<file path="config.mk">
export PLATFORM = sky130hd
export DESIGN_NAME = vbsa_fifo
export DESIGN_NICKNAME = d
export VERILOG_FILES = /design/src/rtl/vbsa_pkg.sv /design/src/rtl/vbsa_fifo.sv
export SDC_FILE = /design/constraint.sdc
export NUM_CORES = 1
export LEC_CHECK = 0
export BUFFER_PORTS_ARGS = -buffer_cell sky130_fd_sc_hd__buf_2
export CAP_MARGIN = 20
export CORE_MARGIN = 2
export CORE_UTILIZATION = 52
export DETAILED_ROUTE_END_ITERATION = 6
export GPL_TIMING_DRIVEN = 0
export HOLD_SLACK_MARGIN = 0.05
export PLACE_DENSITY_LB_ADDON = 0.3
export SLEW_MARGIN = 5
export SYNTH_ARGS = -nofsm -noshare
export SYNTH_HDL_FRONTEND = slang
export SYNTH_SLANG_ARGS = --single-unit
</file>
<file path="constraint.sdc">
create_clock -name i_clk -period 1.8 [get_ports i_clk]
set_input_delay 0.18 -clock i_clk [delete_from_list [all_inputs] [get_ports i_clk]]
set_output_delay 0.18 -clock i_clk [all_outputs]
set_load 0.1 [all_outputs]
</file>
<file path="src/rtl/vbsa_pkg.sv">
// shared types and constants of the voxel pooling unit
`timescale 1ns / 1ps
package vbsa_pkg;
    localparam int DEF_MAX_BATCH    = 2;
    localparam int DEF_MAX_GRID_X   = 64;
    localparam int DEF_MAX_GRID_Y   = 64;
    localparam int DEF_MAX_CHANNELS = 64;

    localparam int CELL_W = 40;
    localparam int PROD_W = 33;
    localparam int CFG_W  = 11;
    localparam int IN_W   = 72;

    localparam logic [1:0] OP_ACC  = 2'd0;
    localparam logic [1:0] OP_READ = 2'd1;
    localparam logic [1:0] OP_RCLR = 2'd2;

    localparam logic [1:0] CFG_GRID_X   = 2'd0;
    localparam logic [1:0] CFG_GRID_Y   = 2'd1;
    localparam logic [1:0] CFG_GRID_Z   = 2'd2;
    localparam logic [1:0] CFG_CHANNELS = 2'd3;

    typedef enum logic [1:0] {
        K_ACC,
        K_READ,
        K_RCLR
    } t_kind;

    typedef struct packed {
        t_kind kind;
        logic  dropped;
    } t_cls;

    localparam int CLS_W = $bits(t_cls);
endpackage

</file>
<file path="src/rtl/vbsa_fifo.sv">
// two-entry queue between front and back
`timescale 1ns / 1ps
module vbsa_fifo import vbsa_pkg::*; #(
    parameter int W = 8
) (
    input  logic         i_clk,
    input  logic         i_rst_n,
    input  logic         i_push,
    input  logic [W-1:0] i_data,
    output logic         o_full,
    input  logic         i_pop,
    output logic         o_empty,
    output logic [W-1:0] o_data
);
    logic [W-1:0] r_mem [2];
    logic         r_wp, r_rp;
    logic [1:0]   r_cnt;

    assign o_full  = (r_cnt == 2'd2);
    assign o_empty = (r_cnt == 2'd0);
    assign o_data  = r_mem[r_rp];

    always_ff @(posedge i_clk) begin
        if (!i_rst_n) begin
            r_wp  <= 1'b0;
            r_rp  <= 1'b0;
            r_cnt <= 2'd0;
        end else begin
            if (i_push) r_wp <= ~r_wp;
            if (i_pop)  r_rp <= ~r_rp;
            r_cnt <= r_cnt + 2'(i_push) - 2'(i_pop);
        end
    end

    always_ff @(posedge i_clk) begin
        if (i_push) r_mem[r_wp] <= i_data;
    end
endmodule

</file>
==> flow_summary.toml <==
[run_status]
status = "completed"

[grt]
grt_first_pass_wirelength_um = 1849
first_global_vias = 440
grt_usage = 0.1385
grt_max_degree = 12
grt_remaining_overflow = 0
antenna_found_initial = 0

[min_path]
hp-class = "in2reg"
whs_path_depth = 1

[cts]
cts_tree = "built"
cts-root-buf = "clkbuf_4"
clk_pin_slew_ns = 0.10
cts.sinks = 21
cts_setup_buffers = 0
clock_latency_ns = 0.28
cts_resized = 0
cts_hold_buf = 0
clk_path_buf_depth = 2
htreeDepth = 1
cts_made_buffers = 3

[place]
dp_hpwl_um = 854.5
io_buffers = 21
gp_congestion = 0.6555

[logic_synthesis]
ys_ff_latch = 21
async_reset_ff_frac = 0
synth_nets = 60
synth_cell_types = 12
ys_seq_area_frac = 0.7250
synthFlopType = "edfxtp_1"
yosysTopAreaCell = "edfxtp_1"
syn-cell-area_um2 = 800.8
synth_edf_count = 16
synth_most_common_cell = "edfxtp_1"
ys_warn_count = 0
netlist_top_cells_count = "16 x edfxtp_1, 8 x mux2_2, 5 x dfxtp_1"
synth.area.top_cells = "edfxtp_1 60%, dfxtp_1 13%, mux2_2 11%, and2_1 3.1%, ha_1 3.1%"
synthCells = 46
synth_top_area_share = 0.6000
avgSynthCellArea_um2 = 17.41

[sta]
hold_viol = 0
min_period_ns = 1.634
drv_slew = 0
setup-tns-final_ns = 0
max-slew-margin-rel = 0.4955
rsz0062_at_grt = "no"
finalSetupViolations = 0
fin_crit_sh = 0.9075
max_freq_ghz = 0.6122
worst_slew_pin_slew_ns = 0.7552
final.setup_skew_ns = 0.002680

[worst_setup_path]
r2r.worst_path.cells = 1
setup.worst_path.start_class = "flop"
worstSetupPathType = "reg2out"
critPathCaptureType = "primary output"
cp_max_fo = 8
crit_arrival_ns = 1.45
required_ns = 1.62

[routing]
drt_iter0_drc = 3
drtPass1Iterations = 3
route.detailed.drc = 0
viasPerCell = 5.023
ant_nets = 0
wl_um = 1105
vias = 437
post_drt_wl_per_cell_um = 12.70

[floorplanning]
fp.dieH_um = 43.24
die_width_um = 43.24
rows = 14
io_pins = 22
start_util = 0.5442
dieArea_um2 = 1870
coreArea_um2 = 1471

[power_and_ir_drop]
power_mw = 1.154
cellPowerDensity_nw_per_um2 = 1209
p_leak_nw = 0.3908
max-vdd-ir-drop_v = 0.0006931

[flow_run]
cap_violations = 0

[layout]
syn_to_final_growth_pct = 19.22
drive_above_1_share = 0.4789
post-route-util = 0.6488
final_nets = 86
antenna_cells = 0
==> state kept, by name (all words and copies together), names as in the netlist, named ones only <==
name   cells
r_rp       1
r_wp       1
r_cnt      2
r_mem     16
==> through the flow <==
stage / instances / hold slack [ns] / instance area [µm²] / setup WS [ns]
floorplan: 46 / 0.2789 / 803.3 / 0.04163
finish: 87 / 0.07900 / 954.7 / 0.1664
global placement: 83 / 0.3698 / 928.4 / 0.4756
CTS: 87 / 0.06635 / 954.7 / 0.1461
global route: 87 / 0.06006 / 954.7 / 0.09690
detailed placement: 83 / 0.3736 / 928.4 / 0.4604
==> routing by layer <==
| layer | global-route usage | up-vias | wire, µm |
|---|---|---|---|
| li1 | - | 216 | - |
| met1 | 0.1671 | 211 | 437 |
| met2 | 0.2328 | 8 | 626 |
| met5 | 0 | - | 0 |
| met4 | 0.07273 | 0 | 4 |
| met3 | 0.02553 | 2 | 37 |
==> power by group <==
part	leakage [nW]	internal, mW	total (mW)	switching (mW)
clock	0.0150	0.0860	0.208	0.122
combinational	0.184	0.0872	0.374	0.287
sequential	0.192	0.558	0.572	0.0145
==> layout make-up <==
class / instances / area [µm²]
clock buffers: 4 / 26.28
well taps: 16 / 20.02
multi-input cells: 22 / 210.2
plain buffers: 1 / 5.005
fillers: 116 / 516.7
repair buffers: 21 / 105.1
flip-flops and latches: 21 / 580.6
inverters: 2 / 7.507
==> final timing paths <==
path / start / endpoint / slack (ns)
setup / recovery: flop / o_data[3] / 0.17
setup reg to reg: r_wp / r_mem[0][2] / 0.51
hold / removal: i_data[3] / r_mem[1][3] / 0.08
hold reg to reg: r_rp / flop / 0.61
==> worst max-delay path, cell delays in order (launching register included) <==
cell,delay (ns)
dfxtp_1,0.31
buf_2,0.20
mux2_2,0.36
buf_2,0.29
==> cells by family after synthesis <==
family                   after synthesis  synth area share
adder cells (fa/ha/maj)                2           0.03125
buffers and inverters                  3           0.01562
multiplexers                           8            0.1125
XOR/XNOR                               2           0.03906
AND/OR/NAND/NOR                        9           0.06717
AO/OA/AOI/OAI                          1          0.009378
flip-flops                            21            0.7250
==> layout by cell type (no fill, tap or decap), types with 2 or more instances in the layout <==
cell type  Yosys  layout
mux2_2         8       8
clkbuf_4       0       3
buf_2          1      22
nor2b_1        4       3
dfxtp_1        5       5
and2_1         4       4
edfxtp_1      16      16
inv_1          2       2
ha_1           2       2
No activity file was read; power rests on OpenSTA's default activity.
