[config.mk]
export PLATFORM = sky130hd
export DESIGN_NAME = vbsa_front
export DESIGN_NICKNAME = d
export VERILOG_FILES = /design/src/rtl/vbsa_pkg.sv /design/src/rtl/vbsa_front.sv
export SDC_FILE = /design/constraint.sdc
export NUM_CORES = 1
export LEC_CHECK = 0
export BUFFER_PORTS_ARGS = -buffer_cell sky130_fd_sc_hd__buf_2
export CAP_MARGIN = 20
export CORE_AREA = 2 2 186 188
export CTS_CLUSTER_DIAMETER = 50
export DETAILED_ROUTE_END_ITERATION = 6
export DIE_AREA = 0 0 188 190
export PLACE_DENSITY = 0.61
export REMOVE_ABC_BUFFERS = 1
export SYNTH_ARGS = -nofsm -noshare
export SYNTH_HDL_FRONTEND = slang
export SYNTH_SLANG_ARGS = --single-unit
export TNS_END_PERCENT = 50
[constraint.sdc]
create_clock -name i_clk -period 7.4 [get_ports i_clk]
set_input_delay 0.74 -clock i_clk [delete_from_list [all_inputs] [get_ports i_clk]]
set_output_delay 0.74 -clock i_clk [all_outputs]
set_load 0.05 [all_outputs]
[src/rtl/vbsa_pkg.sv]
// shared types and constants of the voxel pooling unit
`timescale 1ns / 1ps
package vbsa_pkg;
    localparam int DEF_MAX_BATCH    = 2;
    localparam int DEF_MAX_GRID_X   = 64;
    localparam int DEF_MAX_GRID_Y   = 64;
    localparam int DEF_MAX_CHANNELS = 64;

    localparam int CELL_W = 40;
    localparam int PROD_W = 33;
    localparam int CFG_W  = 11;
    localparam int IN_W   = 72;

    localparam logic [1:0] OP_ACC  = 2'd0;
    localparam logic [1:0] OP_READ = 2'd1;
    localparam logic [1:0] OP_RCLR = 2'd2;

    localparam logic [1:0] CFG_GRID_X   = 2'd0;
    localparam logic [1:0] CFG_GRID_Y   = 2'd1;
    localparam logic [1:0] CFG_GRID_Z   = 2'd2;
    localparam logic [1:0] CFG_CHANNELS = 2'd3;

    typedef enum logic [1:0] {
        K_ACC,
        K_READ,
        K_RCLR
    } t_kind;

    typedef struct packed {
        t_kind kind;
        logic  dropped;
    } t_cls;

    localparam int CLS_W = $bits(t_cls);
endpackage

[src/rtl/vbsa_front.sv]
// front stage: config registers, range check, address and product
`timescale 1ns / 1ps
module vbsa_front import vbsa_pkg::*; #(
    parameter int MAX_BATCH    = DEF_MAX_BATCH,
    parameter int MAX_GRID_X   = DEF_MAX_GRID_X,
    parameter int MAX_GRID_Y   = DEF_MAX_GRID_Y,
    parameter int MAX_CHANNELS = DEF_MAX_CHANNELS,
    parameter int AW           = 19
) (
    input  logic                     i_clk,
    input  logic                     i_rst_n,
    input  logic                     i_cfg_we,
    input  logic [1:0]               i_cfg_index,
    input  logic [CFG_W-1:0]         i_cfg_data,
    input  logic                     i_enable,
    input  logic                     i_valid,
    output logic                     o_ready,
    input  logic [1:0]               i_op,
    input  logic [IN_W-1:0]          i_data,
    output logic                     o_valid,
    input  logic                     i_full,
    output t_cls                     o_cls,
    output logic [AW-1:0]            o_addr,
    output logic signed [PROD_W-1:0] o_prod
);
    logic [6:0]  r_gx, r_gy, r_ch;
    logic [10:0] r_gz;
    logic        r_valid;
    t_cls        r_cls;
    logic [AW-1:0] r_addr;
    logic signed [PROD_W-1:0] r_prod;

    logic              b;
    logic signed [10:0] x, y, z;
    logic [5:0]        c;
    logic [15:0]       w;
    logic signed [15:0] ctx;
    logic [10:0]       lim_x, lim_y, lim_c;
    logic              ok, take;
    t_cls              n_cls;
    logic [AW-1:0]     a_by, a_byx, n_addr;
    logic signed [PROD_W-1:0] n_prod;

    assign b   = i_data[0];
    assign x   = i_data[11:1];
    assign y   = i_data[22:12];
    assign z   = i_data[33:23];
    assign c   = i_data[39:34];
    assign w   = i_data[55:40];
    assign ctx = i_data[71:56];

    assign lim_x = ({4'd0, r_gx} < 11'(MAX_GRID_X)) ? {4'd0, r_gx} : 11'(MAX_GRID_X);
    assign lim_y = ({4'd0, r_gy} < 11'(MAX_GRID_Y)) ? {4'd0, r_gy} : 11'(MAX_GRID_Y);
    assign lim_c = ({4'd0, r_ch} < 11'(MAX_CHANNELS)) ? {4'd0, r_ch} : 11'(MAX_CHANNELS);

    always_comb begin
        ok = ({4'd0, b} < 5'(MAX_BATCH))
             && !x[10] && (11'(x) < lim_x)
             && !y[10] && (11'(y) < lim_y)
             && ({5'd0, c} < lim_c);
        unique case (i_op)
            OP_ACC: begin
                n_cls.kind = K_ACC;
                ok = ok && !z[10] && (11'(z) < r_gz);
            end
            OP_RCLR: n_cls.kind = K_RCLR;
            default: n_cls.kind = K_READ;
        endcase
        n_cls.dropped = !ok;
    end

    assign a_by   = AW'(b) * AW'(MAX_GRID_Y) + AW'(y[9:0]);
    assign a_byx  = a_by * AW'(MAX_GRID_X) + AW'(x[9:0]);
    assign n_addr = a_byx * AW'(MAX_CHANNELS) + AW'(c);
    assign n_prod = $signed({1'b0, w}) * ctx;

    assign o_ready = i_enable && (!r_valid || !i_full);
    assign take    = i_valid && o_ready;

    always_ff @(posedge i_clk) begin
        if (!i_rst_n) begin
            r_gx    <= 7'd64;
            r_gy    <= 7'd64;
            r_gz    <= 11'd1;
            r_ch    <= 7'd64;
            r_valid <= 1'b0;
        end else begin
            if (i_cfg_we) begin
                unique case (i_cfg_index)
                    CFG_GRID_X:   r_gx <= i_cfg_data[6:0];
                    CFG_GRID_Y:   r_gy <= i_cfg_data[6:0];
                    CFG_GRID_Z:   r_gz <= i_cfg_data;
                    CFG_CHANNELS: r_ch <= i_cfg_data[6:0];
                    default: ;
                endcase
            end
            if (take) begin
                r_valid <= 1'b1;
            end else if (!i_full) begin
                r_valid <= 1'b0;
            end
        end
    end

    always_ff @(posedge i_clk) begin
        if (take) begin
            r_cls  <= n_cls;
            r_addr <= n_addr;
            r_prod <= n_prod;
        end
    end

    assign o_valid = r_valid;
    assign o_cls   = r_cls;
    assign o_addr  = r_addr;
    assign o_prod  = r_prod;
endmodule

==> flow_summary.ini, run 1 <==
[critical_path]
cp-start-kind = input port
cp_max_fo = 16
end_kind = flip-flop
worstSetupPathType = in2reg
arrival_ps = 6400
required_ps = 7490

[die]
die_w_um = 188
core_um2 = 33900
num_io_pins = 150
start_util_pct = 37.3
fp-row-count = 68
die-area_um2 = 35700
die_h_um = 190

[clock_tree]
post_cts_buffers = 0
clock_sinks = 88
cts_root_buf = clkbuf_16
cts_resized = 0
clock_path_buffers = 2
cts_hold_buf = 0
numCtsBuffers = 9
worstSkewPairLatency_ps = 350
clk_pin_slew_ps = 60
cts_tree = built
htreeDepth = 3

[status]
status = finished clean

[sta]
fin_crit_sh_pct = 85.2
slew-limit-headroom_pct = 49.2
finalClockSkew_ps = 4.92
worst_slack_ps = 1100
fin_crit_ps = 6300
fmax_mhz = 159
setup_viol = 0
maxSlewViolCount = 0
tightestPinTransition_ps = 759
tns_ps = 0
hold_violations = 0
rsz0062_at_grt = no

[detailed_routing]
drtPass1Iterations = 5
drt.antenna.violating_nets = 0
wl_per_cell_um = 15.7
drt_wl_total_um = 29900
routed_via_density = 4.87
drc = 0
drt_iter0_markers = 427
route.vias.total = 9265

[layout]
syn_to_final_growth_pct = 11.6
mostFrequentLayoutCell = inv_1
multi_input_area_um2 = 9220
finalNonFillerCells = 1903
fillers = 3414
regArea_um2 = 2310
num_antenna_cells = 0
layout.nets = 1884
final_cell_mix = 256 x inv_1, 195 x fa_1, 177 x nand2_1
drive_gt1_share_pct = 12.3

[synth]
synth_cells = 1323
synth-adder-area-share_pct = 45.9
synth_seq_area_share_pct = 18.2
netlist_area_um2 = 12700
synthMuxAreaShare_pct = 1.58
syn_area_per_cell_um2 = 9.58
synth_enable_flop_cells = 55
synth_xor_area_share_pct = 2.56
synth_top_cell_by_area = fa_1
synth_compound_area_share_pct = 6.98
yosys.area_share.simple_pct = 15.7
synth.area.top_cells = fa_1 31%, ha_1 15%, edfxtp_1 13%, inv_1 7.6%, and2_1 6.0%
async_flop_share_pct = 0
synth_seq_cells = 88
yosys_most_used_dff = edfxtp_1
synth_warnings = 0
synth_cell_type_count = 53
synth_top_area_share_pct = 30.8
synth_top_family_by_area = adder cells

[global_route]
grt-ovfl-total = 0
grt_max_degree = 36
gr-usage-all-layers_pct = 17.5
antenna_found_initial = 0
grt_pass1_vias = 9735
grt_pass1_wl_um = 49500

[placed_design]
gp_congestion = 0.865
dp.final_hpwl_um = 24600
pre_cts_slack_ps = 757
dp_cells = 1887
io_buffer_count = 149

[job]
maxCapViolations = 0

[min_path]
hold_path.class = reg2reg
==> synthesized netlist by cell type, types with 8 or more instances <==
cell type and n:
and2_1 122, a21oi_1 37, fa_1 195, nand2_1 177, edfxtp_1 55, o21ai_0 18, mux2i_1 20, xor2_1 14
nand2b_1 17, xnor2_1 23, nand3_1 13, ha_1 153, a21o_1 15, nor2b_1 26, clkbuf_1 41, dfxtp_1 33
a21boi_0 12, inv_1 257, nor2_1 22, o21bai_1 8
==> worst max-delay path, cell delays in order <==
cell and delay, ps:
buf_2 310, nand2_1 130, fa_1 520, fa_1 570, fa_1 470, fa_1 550
inv_1 50, fa_1 460, fa_1 510, ha_1 420, a21oi_1 170, o21ai_0 120
or3_1 380, o21a_1 290, a211oi_1 390, o21bai_1 140, xor2_1 150
==> layout make-up <==
type	instances	area share, %
clock inverters	6	0.478
inverters	260	6.90
well taps	455	4.03
flip-flops and latches	88	16.3
clock buffers	10	1.62
multi-input cells	932	65.2
repair buffers	152	5.43
==> worst paths after layout <==
check	cells after the start	endpoint	start	slack, ps
setup / recovery	17	o_prod[28]	i_data[50]	1100
hold / removal	2	r_gz[1]	r_gz[1]	460
setup reg to reg	9	o_cls[0]	r_gx[6]	4970
hold reg to reg	2	r_gz[1]	r_gz[1]	460
==> routing by layer <==
layer / wire [um] / global-route usage (%) / up-vias / part of all wire, %
met1: 12600 / 21.9 / 4668 / 42
met3: 1470 / 3.54 / 33 / 4.9
li1: - / - / 4372 / -
met4: 452 / 3.54 / 0 / 1.5
met2: 15400 / 31.1 / 192 / 51
met5: 0 / 0 / - / 0
==> kinds of logic (layout without fill, tap and decap cells) <==
kind of cell	count (synthesis)	after routing
adder cells (fa/ha/maj)	348	348
multiplexers	20	20
AO/OA/AOI/OAI	127	127
XOR/XNOR	37	37
buffers and inverters	303	428
AND/OR/NAND/NOR	400	400
flip-flops	88	88
==> sequential cells by signal, summed over array words and instances, names as in the netlist <==
signal,flops
r_gz,11
r_ch,7
r_gy,7
o_cls,3
r_gx,7
o_valid,1
o_addr,19
o_prod,33
==> per-stage QoR <==
stage | hold slack, ps | area [um2] | utilization, %
after global placement | 454 | 13800 | 40.8
final | 463 | 14100 | 41.7
after detailed placement | 458 | 13800 | 40.8
after CTS | 468 | 14100 | 41.7
after floorplan | 440 | 12500 | -
after global routing | 494 | 14100 | 41.7
Power of run 1 is not shown: default switching activity piles up to over one toggle a cycle in this logic, so the estimate is an artifact.
==> run 2: changes to the inputs <==
--- a/config.mk
+++ b/config.mk
@@ -7,11 +7,11 @@
 export LEC_CHECK = 0
 export BUFFER_PORTS_ARGS = -buffer_cell sky130_fd_sc_hd__buf_2
 export CAP_MARGIN = 20
-export CORE_AREA = 2 2 186 188
+export CORE_AREA = 2 2 142 247
 export CTS_CLUSTER_DIAMETER = 50
 export DETAILED_ROUTE_END_ITERATION = 6
-export DIE_AREA = 0 0 188 190
-export PLACE_DENSITY = 0.61
+export DIE_AREA = 0 0 144 249
+export PLACE_DENSITY = 0.6
 export REMOVE_ABC_BUFFERS = 1
 export SYNTH_ARGS = -nofsm -noshare
 export SYNTH_HDL_FRONTEND = slang
==> flow_summary.ini, run 2 (synthesized netlist as in run 1, its figures left out) <==
[status]
status = finished clean

[layout]
syn_to_final_growth_pct = 11.5
num_antenna_cells = 0
layout.nets = 1883
drive_gt1_share_pct = 12.1
final_cell_mix = 256 x inv_1, 195 x fa_1, 177 x nand2_1
largest_reg_flops = 33
mostFrequentLayoutCell = inv_1

[global_route]
met2_usage_pct = 33.8
grt_pass1_wl_um = 49500
busiest_layer = met2
gr-usage-met1_pct = 19.3
grt_max_degree = 56
grt_pass1_vias = 9787
use_met3_pct = 1.25
antenna_found_initial = 0
grt-ovfl-total = 0
gr-usage-all-layers_pct = 17.8

[critical_path]
max_stage_delay_ps = 590
crit_top_cell = fa_1
path_cells = buf_2, nand2_1, fa_1, fa_1, fa_1, fa_1, inv_1, fa_1, fa_1, ha_1, a21oi_1, o21ai_0, or3_1, o21a_1, a211oi_1, o21bai_1, xor2_1
worstSetupPathType = in2reg
cp_top_family = adder cells
reg2regPathDepth = 9
arrival_ps = 6310
r2r_end = o_cls[0]
crit_buf_inv = 2
critPathSlowestCell = fa_1
r2r-start = r_gx[6]
required_ps = 7490
end_kind = flip-flop
cp-start-kind = input port
cp_max_fo = 16
ff2ff_setup_slack_ps = 5030

[placed_design]
gp_congestion = 0.894
io_buffer_count = 149
dp.final_hpwl_um = 25900

[sta]
rsz0062_at_grt = no
tns_ps = 0
fmax_mhz = 161
finalClockSkew_ps = 7.61
slew-limit-headroom_pct = 51.4
fin_crit_sh_pct = 84.1
fin_crit_ps = 6220
hold_violations = 0
maxSlewViolCount = 0
setup_viol = 0
tightestPinTransition_ps = 729

[min_path]
hold-path-cell-count = 2
hold_path.class = reg2reg
min-delay-start = r_gz[6]
hold_end = r_gz[6]

[clock_tree]
clock_sinks = 88
worstSkewPairLatency_ps = 340
post_cts_buffers = 0
numCtsBuffers = 9
clk_pin_slew_ps = 60
cts_resized = 0
htreeDepth = 3
cts_root_buf = clkbuf_16
cts_tree = built
clock_path_buffers = 2
cts_hold_buf = 0

[detailed_routing]
drt_wl_total_um = 31200
route.vias.total = 9348
drt_iter0_markers = 322
drtPass1Iterations = 5
drt.antenna.violating_nets = 0
routed_via_density = 4.91
wl_per_cell_um = 16.4
drc = 0

[die]
start_util_pct = 37.6
die_w_um = 144
die-area_um2 = 35900
fp-row-count = 89
num_io_pins = 150
core_um2 = 33700
die_h_um = 249

[job]
maxCapViolations = 0
-- run 2: changes by cell type in the layout (fill, tap and decap cells not counted) --
cell	before	now
buf_4	3	2
clkbuf_1	1	2
clkbuf_16	9	10
clkinv_4	2	1
bufinv_16	1	0
clkinv_1	2	3
inv_4	1	0
-- run 2: worst max path at each step --
stage / slack (ps) / to / startpoint / cells past startpoint
2_1_floorplan: 1490 / o_prod[28] / i_data[60] / 17
3_3_place_gp: 920 / o_prod[28] / i_data[47] / 18
3_5_place_dp: 800 / o_prod[28] / i_data[50] / 17
4_1_cts: 1160 / o_prod[28] / i_data[50] / 17
5_1_grt: 920 / o_prod[28] / i_data[50] / 17
6_report: 1180 / o_prod[28] / i_data[57] / 17
-- run 2: layer usage --
metal / part of all wire (%) / wire, um / vias up
li1: - / - / 4376
met1: 36 / 11100 / 4656
met2: 56 / 17400 / 244
met3: 3.4 / 1060 / 72
met4: 5.4 / 1670 / 0
met5: 0 / 0 / -
-- run 2: cell type report --
class                           count  area [um2]
Tap cell                          455         569
Clock buffer                       12         258
Sequential cell                    88        2310
Fill cell                        3380       19600
Timing Repair Buffer              151         761
Inverter                          260         976
Clock inverter                      4        26.3
Multi-Input combinational cell    932        9220
-- run 2: worst register-to-register path, stage by stage, from the launching register on --
cell	delay [ps]
dfxtp_1	310
clkinv_1	200
ha_1	380
nand2_1	70
o21ai_0	70
a2111oi_0	390
nand3_1	120
a311oi_1	240
o21ai_0	140
nand4b_1	190
-- run 2: through the flow --
step           instance area [um2]  util [%]  setup WS, ps  hold WS [ps]  cells
2_1_floorplan                12500         -          1490           440   1280
3_3_place_gp                 13800      41.0           925           453   1886
3_5_place_dp                 13800      41.0           800           460   1886
4_1_cts                      14100      41.9          1160           469   1902
5_1_grt                      14100      41.9           924           483   1902
6_report                     14100      41.9          1180           466   1902
Power of run 2 is left out for the same reason.
